==> src/hw/rtl/oal_pkg.sv <==
// ----------------------------------------------------------------------------
// oal_pkg: shared definitions of the ordered array list
// Request and status codes, default sizes and the per-cell control group.
// ----------------------------------------------------------------------------
package oal_pkg;

  localparam int CAPACITY_DEF    = 16;
  localparam int VALUE_WIDTH_DEF = 32;

  // Port field widths
  localparam int REQ_W    = 2;
  localparam int IN_VAL_W = 32;
  localparam int IN_POS_W = 5;
  localparam int STAT_W   = 2;
  localparam int OUT_IDX_W = 4;
  localparam int OUT_CNT_W = 5;

  // Request codes
  localparam logic [REQ_W-1:0] REQ_INSERT = 2'd0;
  localparam logic [REQ_W-1:0] REQ_DELETE = 2'd1;
  localparam logic [REQ_W-1:0] REQ_SORTED = 2'd2;
  localparam logic [REQ_W-1:0] REQ_LOCATE = 2'd3;

  // Status codes
  localparam logic [STAT_W-1:0] STAT_OK        = 2'd0;
  localparam logic [STAT_W-1:0] STAT_FULL      = 2'd1;
  localparam logic [STAT_W-1:0] STAT_BAD_POS   = 2'd2;
  localparam logic [STAT_W-1:0] STAT_NOT_FOUND = 2'd3;

  // Control broadcast to every cell
  typedef struct packed {
    logic load;    // capture compare flag against the probe value
    logic sorted;  // flag is "entry >= probe" (signed), else "entry == probe"
    logic ins;     // open a slot at the shift position
    logic del;     // close the slot at the shift position
  } cell_ctrl_t;

endpackage

==> src/hw/rtl/oal_cell.sv <==
// ----------------------------------------------------------------------------
// oal_cell: one slot of the list
// Holds one entry and its compare flag; shifts with its neighbors.
// ----------------------------------------------------------------------------
module oal_cell #(
  parameter int VW  = 32,
  parameter int CW  = 5,
  parameter int IDX = 0
) (
  input  logic               clk,
  input  oal_pkg::cell_ctrl_t ctrl,
  input  logic [CW-1:0]      pos,
  input  logic [VW-1:0]      probe_value,
  input  logic [VW-1:0]      new_value,
  input  logic [VW-1:0]      left_value,
  input  logic [VW-1:0]      right_value,
  output logic [VW-1:0]      val_o,
  output logic               hit_o
);

  localparam logic [CW-1:0] MY_IDX = CW'(IDX);

  logic [VW-1:0] val_r, val_nxt;
  logic          hit_r, hit_nxt;

  always_comb begin
    val_nxt = val_r;
    if (ctrl.ins) begin
      if (MY_IDX > pos) begin
        val_nxt = left_value;
      end else if (MY_IDX == pos) begin
        val_nxt = new_value;
      end
    end else if (ctrl.del) begin
      if (MY_IDX >= pos) begin
        val_nxt = right_value;
      end
    end
  end

  assign hit_nxt = ctrl.sorted ? ($signed(val_r) >= $signed(probe_value))
                               : (val_r == probe_value);

  always_ff @(posedge clk) begin
    val_r <= val_nxt;
    if (ctrl.load) begin
      hit_r <= hit_nxt;
    end
  end

  assign val_o = val_r;
  assign hit_o = hit_r;

endmodule

==> src/hw/rtl/oal_first_hit.sv <==
// ----------------------------------------------------------------------------
// oal_first_hit: lowest set flag of the cell row
// Log-step prefix OR, isolate the first flag, encode its index.
// ----------------------------------------------------------------------------
module oal_first_hit #(
  parameter int N = 16
) (
  input  logic [N-1:0]         hits,
  output logic                 any,
  output logic [$clog2(N)-1:0] idx
);

  localparam int IW = $clog2(N);

  logic [N-1:0] pre;
  logic [N-1:0] first;

  always_comb begin
    pre = hits;
    for (int s = 0; s < IW; s++) begin
      pre = pre | (pre << (1 << s));
    end
  end

  // a flag is first when nothing below it is set
  assign first = hits & ~(pre << 1);
  assign any   = |hits;

  always_comb begin
    idx = '0;
    for (int i = 0; i < N; i++) begin
      if (first[i]) begin
        idx = idx | IW'(i);
      end
    end
  end

endmodule

==> src/hw/rtl/ordered_array_list_core.sv <==
// ----------------------------------------------------------------------------
// ordered_array_list_core: packed list with positional and sorted insert
// Row of cells, one entry each, shifting in place; one request at a time.
// ----------------------------------------------------------------------------
// An accepted request moves the FSM to execute; the result register captures it at the end of execute.
// A new request is taken only from idle; cells compare in the accept cycle
//   and shift in the execute cycle, busy is high only during execute.
// The result register is free while the next request is taken; no stall input.
// Reset (rst_n low, synchronous) empties the list: the state, result strobe and fill
//   count are cleared, entries stay uninitialized and are never read at or above the count.
module ordered_array_list_core #(
  parameter int CAPACITY    = oal_pkg::CAPACITY_DEF,
  parameter int VALUE_WIDTH = oal_pkg::VALUE_WIDTH_DEF
) (
  input  logic                               clk,
  input  logic                               rst_n,
  input  logic                               start,
  output logic                               busy,
  input  logic [oal_pkg::REQ_W-1:0]          in_req_type,
  input  logic signed [oal_pkg::IN_VAL_W-1:0] in_value,
  input  logic [oal_pkg::IN_POS_W-1:0]       in_position,
  output logic                               out_valid,
  output logic [oal_pkg::STAT_W-1:0]         out_status,
  output logic [oal_pkg::OUT_IDX_W-1:0]      out_index,
  output logic [oal_pkg::OUT_CNT_W-1:0]      out_fill_count
);

  import oal_pkg::*;

  // Count/position width: holds CAPACITY and any 5-bit port position.
  localparam int CW = ($clog2(CAPACITY + 1) > IN_POS_W) ? $clog2(CAPACITY + 1) : IN_POS_W;
  localparam int IW = $clog2(CAPACITY);
  localparam int VW = VALUE_WIDTH;
  localparam logic [CW-1:0] CAP_C = CW'(CAPACITY);

  typedef enum logic [1:0] {
    ST_IDLE = 2'b01,
    ST_EXEC = 2'b10
  } state_t;

  state_t state_r, state_nxt;

  logic               accept;
  logic signed [VW-1:0] probe;

  // request held for the execute cycle
  logic [REQ_W-1:0] req_q_r;
  logic [VW-1:0]    val_q_r;
  logic [CW-1:0]    pos_q_r;

  logic [CW-1:0]    count_r, count_nxt;

  // cell row
  cell_ctrl_t       ctrl;
  logic [CW-1:0]    shift_pos;
  logic [VW-1:0]    cell_val [CAPACITY];
  logic [CAPACITY-1:0] cell_hit;
  logic [CAPACITY-1:0] live_hit;

  logic             hit_any;
  logic [IW-1:0]    hit_idx;
  logic [CW-1:0]    hit_pos;

  // execute decision
  logic             do_ins, do_del;
  logic [STAT_W-1:0] stat_nxt;
  logic [CW-1:0]    idx_nxt;

  // result register
  logic             out_valid_r;
  logic [STAT_W-1:0] out_status_r;
  logic [OUT_IDX_W-1:0] out_index_r;
  logic [OUT_CNT_W-1:0] out_count_r;

  assign busy   = (state_r == ST_EXEC);
  assign accept = start & ~busy;

  // value port is sign-extended or cut to the entry width
  assign probe = VW'(in_value);

  // --------------------------------------------------------------------------
  // Control FSM: idle -> execute for one cycle -> idle
  // --------------------------------------------------------------------------
  always_comb begin
    state_nxt = state_r;
    unique case (state_r)
      ST_IDLE: begin
        if (accept) begin
          state_nxt = ST_EXEC;
        end
      end
      ST_EXEC: begin
        state_nxt = ST_IDLE;
      end
      default: begin
        state_nxt = ST_IDLE;
      end
    endcase
  end

  always_ff @(posedge clk) begin
    if (!rst_n) begin
      state_r <= ST_IDLE;
    end else begin
      state_r <= state_nxt;
    end
  end

  always_ff @(posedge clk) begin
    if (accept) begin
      req_q_r <= in_req_type;
      val_q_r <= probe;
      pos_q_r <= CW'(in_position);
    end
  end

  // --------------------------------------------------------------------------
  // Cell row. Every cell latches its compare flag at accept; during execute an
  // insert or delete opens or closes one slot, the cells past it taking a neighbor's entry.
  // --------------------------------------------------------------------------
  assign ctrl.load   = accept;
  assign ctrl.sorted = (in_req_type == REQ_SORTED);
  assign ctrl.ins    = do_ins;
  assign ctrl.del    = do_del;

  for (genvar g = 0; g < CAPACITY; g++) begin : g_cell
    logic [VW-1:0] left_v, right_v;

    if (g == 0) begin : g_first
      assign left_v = val_q_r;  // never selected at the head
    end else begin : g_mid_l
      assign left_v = cell_val[g-1];
    end

    if (g == CAPACITY - 1) begin : g_last
      assign right_v = cell_val[g];
    end else begin : g_mid_r
      assign right_v = cell_val[g+1];
    end

    oal_cell #(
      .VW  (VW),
      .CW  (CW),
      .IDX (g)
    ) u_cell (
      .clk         (clk),
      .ctrl        (ctrl),
      .pos         (shift_pos),
      .probe_value (probe),
      .new_value   (val_q_r),
      .left_value  (left_v),
      .right_value (right_v),
      .val_o       (cell_val[g]),
      .hit_o       (cell_hit[g])
    );
  end

  // only flags of occupied slots count
  always_comb begin
    for (int i = 0; i < CAPACITY; i++) begin
      live_hit[i] = cell_hit[i] & (CW'(i) < count_r);
    end
  end

  oal_first_hit #(
    .N (CAPACITY)
  ) u_first_hit (
    .hits (live_hit),
    .any  (hit_any),
    .idx  (hit_idx)
  );

  // sorted insert with no entry at or above the value goes to the tail
  assign hit_pos = hit_any ? CW'(hit_idx) : count_r;

  // --------------------------------------------------------------------------
  // Execute: status, reported index, shift control and new count
  // --------------------------------------------------------------------------
  always_comb begin
    do_ins    = 1'b0;
    do_del    = 1'b0;
    shift_pos = pos_q_r;
    stat_nxt  = STAT_OK;
    idx_nxt   = '0;
    count_nxt = count_r;
    if (state_r == ST_EXEC) begin
      unique case (req_q_r)
        REQ_INSERT: begin
          // position check comes before the full check
          if (pos_q_r > count_r) begin
            stat_nxt = STAT_BAD_POS;
          end else if (count_r >= CAP_C) begin
            stat_nxt = STAT_FULL;
          end else begin
            do_ins    = 1'b1;
            idx_nxt   = pos_q_r;
            count_nxt = count_r + CW'(1);
          end
        end
        REQ_DELETE: begin
          if (pos_q_r >= count_r) begin
            stat_nxt = STAT_BAD_POS;
          end else begin
            do_del    = 1'b1;
            idx_nxt   = pos_q_r;
            count_nxt = count_r - CW'(1);
          end
        end
        REQ_SORTED: begin
          shift_pos = hit_pos;
          if (count_r >= CAP_C) begin
            stat_nxt = STAT_FULL;
          end else begin
            do_ins    = 1'b1;
            idx_nxt   = hit_pos;
            count_nxt = count_r + CW'(1);
          end
        end
        REQ_LOCATE: begin
          if (hit_any) begin
            idx_nxt = CW'(hit_idx);
          end else begin
            stat_nxt = STAT_NOT_FOUND;
          end
        end
        default: begin
          stat_nxt = STAT_OK;
        end
      endcase
    end
  end

  always_ff @(posedge clk) begin
    if (!rst_n) begin
      count_r     <= '0;
      out_valid_r <= 1'b0;
    end else begin
      count_r     <= count_nxt;
      out_valid_r <= (state_r == ST_EXEC);
    end
  end

  always_ff @(posedge clk) begin
    if (state_r == ST_EXEC) begin
      out_status_r <= stat_nxt;
      out_index_r  <= idx_nxt[OUT_IDX_W-1:0];
      out_count_r  <= count_nxt[OUT_CNT_W-1:0];
    end
  end

  assign out_valid      = out_valid_r;
  assign out_status     = out_status_r;
  assign out_index      = out_index_r;
  assign out_fill_count = out_count_r;

  // --------------------------------------------------------------------------
  // Assertions
  // --------------------------------------------------------------------------
  a_result_follows_exec: assert property (@(posedge clk) disable iff (!rst_n)
    out_valid_r |-> $past(state_r == ST_EXEC))
    else $error("result strobe without an executed request");

  a_count_bound: assert property (@(posedge clk) disable iff (!rst_n)
    count_r <= CAP_C)
    else $error("fill count above capacity");

  a_reject_keeps_count: assert property (@(posedge clk) disable iff (!rst_n)
    (out_valid_r && out_status_r != STAT_OK) |-> (count_r == $past(count_r)))
    else $error("rejected request changed the fill count");

  a_reject_zero_index: assert property (@(posedge clk) disable iff (!rst_n)
    (out_valid_r && out_status_r != STAT_OK) |-> (out_index_r == '0))
    else $error("nonzero index on a rejected request");

  a_accept_to_exec: assert property (@(posedge clk) disable iff (!rst_n)
    accept |=> (state_r == ST_EXEC))
    else $error("accepted request did not enter execute");

endmodule

==> config.mk <==
export PLATFORM = sky130hd
export DESIGN_NAME = ordered_array_list_core
export DESIGN_NICKNAME = d
export VERILOG_FILES = /design/src/hw/rtl/oal_pkg.sv /design/src/hw/rtl/oal_cell.sv /design/src/hw/rtl/oal_first_hit.sv /design/src/hw/rtl/ordered_array_list_core.sv
export SDC_FILE = /design/constraint.sdc
export NUM_CORES = 2
export LEC_CHECK = 0
export BUFFER_PORTS_ARGS = -buffer_cell sky130_fd_sc_hd__buf_2
export CAP_MARGIN = 40
export CORE_MARGIN = 4
export CORE_UTILIZATION = 55
export CTS_BUF_LIST = sky130_fd_sc_hd__clkbuf_2
export CTS_CLUSTER_DIAMETER = 60
export DETAILED_ROUTE_END_ITERATION = 10
export PLACE_DENSITY = 0.71
export SLEW_MARGIN = 15
export SYNTH_ARGS = -nofsm -noshare
export SYNTH_HDL_FRONTEND = slang
export SYNTH_SLANG_ARGS = --single-unit
==> constraint.sdc <==
create_clock -name clk -period 9.81 [get_ports clk]
set_clock_uncertainty 0.1 [all_clocks]
set_input_delay 0.4905 -clock clk [delete_from_list [all_inputs] [get_ports clk]]
set_output_delay 0.4905 -clock clk [all_outputs]
set_load 0.01 [all_outputs]
* Word-level counts from Yosys, hierarchy flattened
Index checks and enable logic that the tools add are counted.
** Word-level totals
- Output and inout bits :: 13
- Logic and storage cells :: 356
- Flip-flop bits (word level) :: 586
** Operators by class
- $lt $le $gt $ge :: 66
- $add $sub $neg :: 2
- Muxes and demuxes :: 134
- Bitwise logic cells :: 24
- Equal/unequal tests :: 52
- Reductions and logical operators :: 37
** Operators by type and width (count)
- two-way mux 32 bit :: 77
- == test 32 bit :: 16
- >= comparator 32 bit :: 16
- OR 15 bit :: 4
- two-way mux 4 bit :: 13
- inequality test 3 x 1 -> 1 bit, second input constant :: 15
- AND reduction 3 bit :: 15
- == test 4 x 5 -> 1 bit, first input constant :: 8
- greater-than comparator 4 x 5 -> 1 bit, first input constant :: 8
- < comparator 4 x 5 -> 1 bit, first input constant :: 8
- >= comparator 4 x 5 -> 1 bit, first input constant :: 7
- two-way mux 5 bit :: 7
- nonzero test 2 bit :: 17
- two-way mux 1 bit :: 24
- == test 3 x 5 -> 1 bit, first input constant :: 4
- >= comparator 3 x 5 -> 1 bit, first input constant :: 4
- greater-than comparator 3 x 5 -> 1 bit, first input constant :: 4
- < comparator 3 x 5 -> 1 bit, first input constant :: 4
- AND 1 bit :: 17
- AND 16 bit :: 1
- inverter 16 bit :: 1
- case mux 4 bit (4 select lines) :: 1
- OR reduction 16 bit :: 1
- case mux 5 bit (3 select lines) :: 1
- other kinds (23) :: 42

* Depth between registers and ports, before layout
- Depth in word-level cells :: 30
- Mapped depth :: 17

* Modules after synthesis
A second synthesis with hierarchy kept.
** Unflattened totals
- Cells, all modules :: 4295
- Area, all modules :: 42503.3 µm²
** By module, submodules not included
- oal_cell (g_cell[11].u_cell ...) :: times used 3, area each 2481.1 µm², cells an instance 257, seq. area each 991.0 µm²
- ordered_array_list_core :: times used 1, area each 2736.4 µm², cells an instance 227, seq. area each 1661.6 µm²
- oal_cell (g_cell[9].u_cell) :: times used 1, area each 2542.4 µm², cells an instance 258, seq. area each 991.0 µm²
- oal_cell (g_cell[1].u_cell) :: times used 1, area each 2516.2 µm², cells an instance 257, seq. area each 991.0 µm²
- oal_cell (g_cell[13].u_cell) :: times used 1, area each 2512.4 µm², cells an instance 257, seq. area each 991.0 µm²
- oal_cell (g_cell[3].u_cell) :: times used 1, area each 2509.9 µm², cells an instance 256, seq. area each 991.0 µm²
- oal_cell (g_cell[2].u_cell) :: times used 1, area each 2497.4 µm², cells an instance 257, seq. area each 991.0 µm²
- oal_cell (g_cell[10].u_cell) :: times used 1, area each 2491.1 µm², cells an instance 258, seq. area each 991.0 µm²
- oal_cell (g_cell[7].u_cell) :: times used 1, area each 2484.9 µm², cells an instance 256, seq. area each 991.0 µm²
- oal_cell (g_cell[12].u_cell) :: times used 1, area each 2477.4 µm², cells an instance 257, seq. area each 991.0 µm²
- oal_cell (g_cell[15].u_cell) :: times used 1, area each 2477.4 µm², cells an instance 256, seq. area each 991.0 µm²
- oal_cell (g_cell[14].u_cell) :: times used 1, area each 2476.1 µm², cells an instance 256, seq. area each 991.0 µm²
- oal_cell (g_cell[5].u_cell) :: times used 1, area each 2476.1 µm², cells an instance 258, seq. area each 991.0 µm²
- oal_cell (g_cell[8].u_cell) :: times used 1, area each 2474.9 µm², cells an instance 257, seq. area each 991.0 µm²
- 2 more rows

* Worst setup path after synthesis
No wires, ideal clock.
- Kind :: register to register
- From :: reg count_r[1]
- To :: reg g_cell[2].u_cell.val_r[0], enable pin
- Stages on the path, launching flop included :: 16
- Data arrival time :: 5023 ps
- Library setup time :: 461 ps
- Path slack :: 4226 ps
- Data required time :: 9249 ps
- Path through :: dfxtp_1 > buf_2 > buf_2 > inv_1 > ha_1 > nor2b_1 > o21a_1 > o21a_1 > o21ai_1 > a211oi_1 > or2_2 > clkbuf_1 > o21ai_0 > nand2_1 > clkbuf_1 > nor3_1
** On the way
- Longest elaborated chain between the ends :: 29
- Elaborated cells on any way between the ends :: 74
- Classes of those cells :: order compare: 21; eq/ne: 2; mux: 25; bitwise: 22; reduce/logical: 4
** RTL lines
- start, declared :: line ordered_array_list_core.sv:51 : logic [CW-1:0] count_r, count_nxt;
- start signal, assigned :: line ordered_array_list_core.sv:238 : count_r <= count_nxt;
- < comparator 1 x 5 -> 1 bit :: line ordered_array_list_core.sv:161 : live_hit[i] = cell_hit[i] & (CW'(i) < count_r);
- AND 1 bit :: line ordered_array_list_core.sv:161
- OR 15 bit (4 in a row) :: line oal_first_hit.sv:21 : pre = pre | (pre << (1 << s));
- inverter 16 bit :: line oal_first_hit.sv:26 : assign first = hits & ~(pre << 1);
- AND 16 bit :: line oal_first_hit.sv:26
- two-way mux 1 bit :: line oal_first_hit.sv:32 : if (first[i]) begin
- two-way mux 2 bit (2 in a row) :: line oal_first_hit.sv:32
- two-way mux 3 bit (4 in a row) :: line oal_first_hit.sv:32
- two-way mux 4 bit (8 in a row) :: line oal_first_hit.sv:32
- two-way mux 5 bit :: line ordered_array_list_core.sv:174 : assign hit_pos = hit_any ? CW'(hit_idx) : count_r;
- two-way mux 5 bit :: line ordered_array_list_core.sv:187 : unique case (req_q_r)
- two-way mux 5 bit :: line ordered_array_list_core.sv:186 : if (state_r == ST_EXEC) begin
- greater-than comparator 2 x 5 -> 1 bit, or another cell as far along :: line oal_cell.sv:29 : if (MY_IDX > pos) begin
- inequality test 3 x 1 -> 1 bit (no source line) or nonzero test 2 bit (tied branches)
- AND reduction 3 bit (no source line) (*)
- end signal, assigned :: line oal_cell.sv:45 : val_r <= val_nxt;
- end, declared :: line oal_cell.sv:23 : logic [VW-1:0] val_r, val_nxt;
Every way passes the cells marked *; elsewhere a longest branch is shown, timed or not.
A chain may end at the register's enable or synchronous reset.

* Worst setup path in the final report
- From :: reg count_r[1]
- To :: reg g_cell[2].u_cell.val_r[2], data pin
** On the way
- Longest elaborated chain between the ends :: 29
- Elaborated cells on any way between the ends :: 66
- Classes of those cells :: order compare: 19; mux: 24; bitwise: 22; reduce/logical: 1
** RTL lines
- < comparator 1 x 5 -> 1 bit :: line ordered_array_list_core.sv:161
- AND 1 bit :: line ordered_array_list_core.sv:161
- OR 15 bit (4 in a row) :: line oal_first_hit.sv:21
- inverter 16 bit :: line oal_first_hit.sv:26
- AND 16 bit :: line oal_first_hit.sv:26
- two-way mux 1 bit :: line oal_first_hit.sv:32
- two-way mux 2 bit (2 in a row) :: line oal_first_hit.sv:32
- two-way mux 3 bit (4 in a row) :: line oal_first_hit.sv:32
- two-way mux 4 bit (8 in a row) :: line oal_first_hit.sv:32
- two-way mux 5 bit :: line ordered_array_list_core.sv:174
- two-way mux 5 bit :: line ordered_array_list_core.sv:187
- two-way mux 5 bit :: line ordered_array_list_core.sv:186
- greater-than comparator 2 x 5 -> 1 bit :: line oal_cell.sv:29
- two-way mux 32 bit :: line oal_cell.sv:29
- two-way mux 32 bit (*) :: line oal_cell.sv:28 : if (ctrl.ins) begin
- via g_cell[2].u_cell.val_nxt[2] :: line oal_cell.sv:23
Mark *: on every way through the listed nets, which the timed path passes. The rest lies on a longest branch.

==> flow_metrics.env <==
export IMPL_status="finished clean"
export IMPL_yosysTopAreaCell="sky130_fd_sc_hd__edfxtp_1"
export IMPL_cts_inserted_buffers=162
export IMPL_timing_critical_path_slowest_cell_delay_ps=760
export IMPL_global_route_wire_length_before_repair_um=190000
export IMPL_initial_core_utilization_pct=55.6
export IMPL_cts_path_max_buffers=3
export IMPL_route_detailed_wl_per_inst_um=23.1
export IMPL_wirelength_um=124000
export IMPL_place_congestion=0.908
export IMPL_design_portCount=55
export IMPL_postSynthAreaPerCell_um2=9.85
export IMPL_yosys_warnings=0
export IMPL_post_synth_top_area_fraction_pct=42.8
export IMPL_clkSlewWorstSetupHoldPaths_ps=100
export IMPL_number_of_antenna_violations_at_the_first_check_in_global_routing=4
export IMPL_hold_viol_final=0
export IMPL_port_buffer_count=54
export IMPL_timing_slew_headroom_pct=29.7
export IMPL_timing_final_max_slew_violations=0
export IMPL_yosys_register_bits=586
export IMPL_grt_max_degree=211
export IMPL_clkLatencyLatePin_ps=1410
export IMPL_number_of_post_cts_setup_repair_buffers=0
export IMPL_cts_htree_levels=4
export IMPL_drc=0
export IMPL_hold_ws_ps=295
export IMPL_cp_data_required_time_ps=10890
export IMPL_fin_crit_sh_pct=52.8
export IMPL_cts_tree="built"
export IMPL_vdd_ir_drop_max_uv=92.1
export IMPL_drt_initial_drc_count=4572
export IMPL_yosys_cell_types_count=79
export IMPL_cts_root_buf="sky130_fd_sc_hd__clkbuf_2"
export IMPL_dr_total_vias=34400
export IMPL_period_needed_ps=5180
export IMPL_cts_sinks=586
export IMPL_cp_slowest_cell="sky130_fd_sc_hd__dfxtp_1"
export IMPL_timing_critical_path_cells="inv_1 -> ha_1 -> nor2b_1 -> o21a_1 -> o21a_1 -> o21ai_1 -> a211oi_1 -> or2_2 -> nor3_2 -> buf_4 -> buf_4 -> nand2_1 -> o211ai_1"
export IMPL_finalSetupViolCount=0
export IMPL_gr_usage_all_layers_pct=30.9
export IMPL_critical_path_max_fanout=67
export IMPL_viasPerCell=6.44
export IMPL_synth_top_cells_by_area="sky130_fd_sc_hd__edfxtp_1 (43%), sky130_fd_sc_hd__ha_1 (16%), sky130_fd_sc_hd__nand2_1 (6.1%), sky130_fd_sc_hd__a21oi_1 (4.4%), sky130_fd_sc_hd__o211ai_1 (3.1%)"
export IMPL_coreArea_um2=73000
export IMPL_min_delay_path_class="input pin to register"
export IMPL_cells_after_synth=4115
export IMPL_first_global_vias=33200
export IMPL_half_perimeter_wire_length_after_placement_um=89900
export IMPL_grt_overflow_total=0
export IMPL_antenna_violating_nets_post_route=0
export IMPL_power_leakage_uw=0.0186
export IMPL_utilization_pct=60.8
export IMPL_dominantRegCellSynth="sky130_fd_sc_hd__edfxtp_1"
export IMPL_max_slew_worst_pin_slew_ps=1050
export IMPL_cp_end_kind="register"
export IMPL_timing_critical_path_from_type="register"
export IMPL_yosysSeqAreaShare_pct=43.2
export IMPL_nNetsFinal=4821
export IMPL_pwr_cell_area_nw_per_um2=119
export IMPL_die_x_um=280
export IMPL_post_route_cells_drive_above_1_share_pct=11.4
export IMPL_timing_setup_critical_path_class="register to register"
export IMPL_fp_dieH_um=280
export IMPL_postSynth_asyncResetShare_pct=0
export IMPL_synthesis_nets=4677
export IMPL_crit_arrival_ps=6250
export IMPL_fmaxAchievable_ghz=0.193
export IMPL_drt_pass_1_iters=5
export IMPL_row_count=99
export IMPL_die_area_um2=78100
export IMPL_max_cap_viol_count=0
export IMPL_setup_tns_ps=0
export IMPL_synth_cell_area_um2=40600
export IMPL_synth_edff_count=578
export IMPL_post_synthesis_to_final_layout_area_growth_pct=9.35
export IMPL_rsz0062_at_grt="no"
power by group:
part	total (µW)	internal, µW	switching [µW]	leakage [µW]
clock	1870	769	1100	0.00114
sequential	2770	2740	30.9	0.00532
combinational	624	240	383	0.0122
layout make-up:
cell class / instances / area, µm²
inverters: 68 / 255
flip-flops and latches: 586 / 17500
fillers: 6116 / 28600
well taps: 959 / 1200
repair buffers: 229 / 2100
clock buffers: 247 / 1240
multi-input cells: 3212 / 21800
clock inverters: 33 / 254
diodes: 4 / 10.0
placed cells by master, fill, tap and decap left out, drive strengths merged, types with 72 or more instances in the layout:
| cell | instances |
|---|---|
| mux2i | 105 |
| edfxtp | 578 |
| o21ai | 215 |
| nor2 | 238 |
| a21o | 121 |
| nand3 | 197 |
| nand2 | 665 |
| dlygate4sd3 | 82 |
| nand4 | 102 |
| buf | 147 |
| inv | 72 |
| o211ai | 170 |
| ha | 520 |
| a21oi | 366 |
| clkbuf | 247 |
| a31oi | 74 |
per-stage QoR:
| stage | power, µW | cell area (µm²) | cells | worst slack [ps] |
|---|---|---|---|---|
| floorplan | 3220 | 40600 | 4115 | 4230 |
| global placement | 3380 | 41600 | 4951 | 4520 |
| detailed placement | 3400 | 41900 | 4966 | 4770 |
| CTS | 5290 | 44200 | 5328 | 4790 |
| global route | 5490 | 44300 | 5338 | 4370 |
| finish | 5270 | 44300 | 5338 | 4630 |
sequential cells by signal (all words and copies together) (netlist names):
register,count
out_status,2
g_cell.u_cell.hit_o,16
pos_q_r,5
req_q_r,2
state_r,2
g_cell.left_v,32
count_r,5
g_cell.u_cell.val_o,512
out_valid,1
out_index,4
out_fill_count,5
cells by family after synthesis:
family          after synthesis  synth area share (%)
simple gates               1421                  15.9
buf+inv                     317                  3.47
flops                       586                  43.2
compound gates             1132                  17.6
fa+ha+maj                   520                  16.0
xor+xnor                      2                0.0432
mux                         137                  3.75
cell usage after synthesis, types with 10 or more instances:
master	n
sky130_fd_sc_hd__nor3_1	40
sky130_fd_sc_hd__and2_1	14
sky130_fd_sc_hd__a32oi_1	30
sky130_fd_sc_hd__nor4_1	12
sky130_fd_sc_hd__edfxtp_1	578
sky130_fd_sc_hd__nand4_1	102
sky130_fd_sc_hd__buf_4	10
sky130_fd_sc_hd__and3_1	18
sky130_fd_sc_hd__clkbuf_1	132
sky130_fd_sc_hd__mux2i_1	105
sky130_fd_sc_hd__o21a_1	66
sky130_fd_sc_hd__buf_1	22
sky130_fd_sc_hd__o22ai_1	12
sky130_fd_sc_hd__nand3_1	197
sky130_fd_sc_hd__nor2b_1	64
sky130_fd_sc_hd__o21ai_0	122
sky130_fd_sc_hd__nand2_1	663
sky130_fd_sc_hd__a31oi_1	74
sky130_fd_sc_hd__a21o_1	121
sky130_fd_sc_hd__buf_6	12
sky130_fd_sc_hd__inv_1	68
sky130_fd_sc_hd__a21oi_1	360
sky130_fd_sc_hd__o211ai_1	170
sky130_fd_sc_hd__mux2_4	29
sky130_fd_sc_hd__ha_1	520
sky130_fd_sc_hd__nor2_1	233
sky130_fd_sc_hd__buf_2	73
sky130_fd_sc_hd__nand2b_1	30
sky130_fd_sc_hd__o31ai_1	12
sky130_fd_sc_hd__and4_1	14
sky130_fd_sc_hd__o21ai_1	91
routing by layer:
metal	track usage, %	share of wire, %
met1	45.6	44
met2	45.2	43
met3	5.33	9.7
met4	12.7	3.8
met5	0	0.011
final timing paths:
check / from / to / slack, ps / cells past startpoint
setup / recovery: count_r[1] / g_cell[2].u_cell.val_o[2] / 4630 / 13
hold / removal: in_value[4] / g_cell[0].left_v[4] / 290 / 3
setup reg to reg: count_r[1] / g_cell[2].u_cell.val_o[2] / 4630 / 13
hold reg to reg: state_r[0] / state_r[1] / 440 / 1
worst max-delay path, delay by kind of cell (launching register included):
kind / cells / cell delay (ps)
buffers and inverters: 3 / 1460
AO/OA/AOI/OAI: 5 / 1170
AND/OR/NAND/NOR: 4 / 1140
flip-flops: 1 / 760
adder cells (fa/ha/maj): 1 / 350
repair_timing:
| action | in CTS | in global routing |
|---|---|---|
| hold endpoints to repair | 116 | 0 |
| gates resized for setup | 0 | 0 |
| hold buffers | 82 | 0 |
No activity file was read; power rests on OpenSTA's default activity.
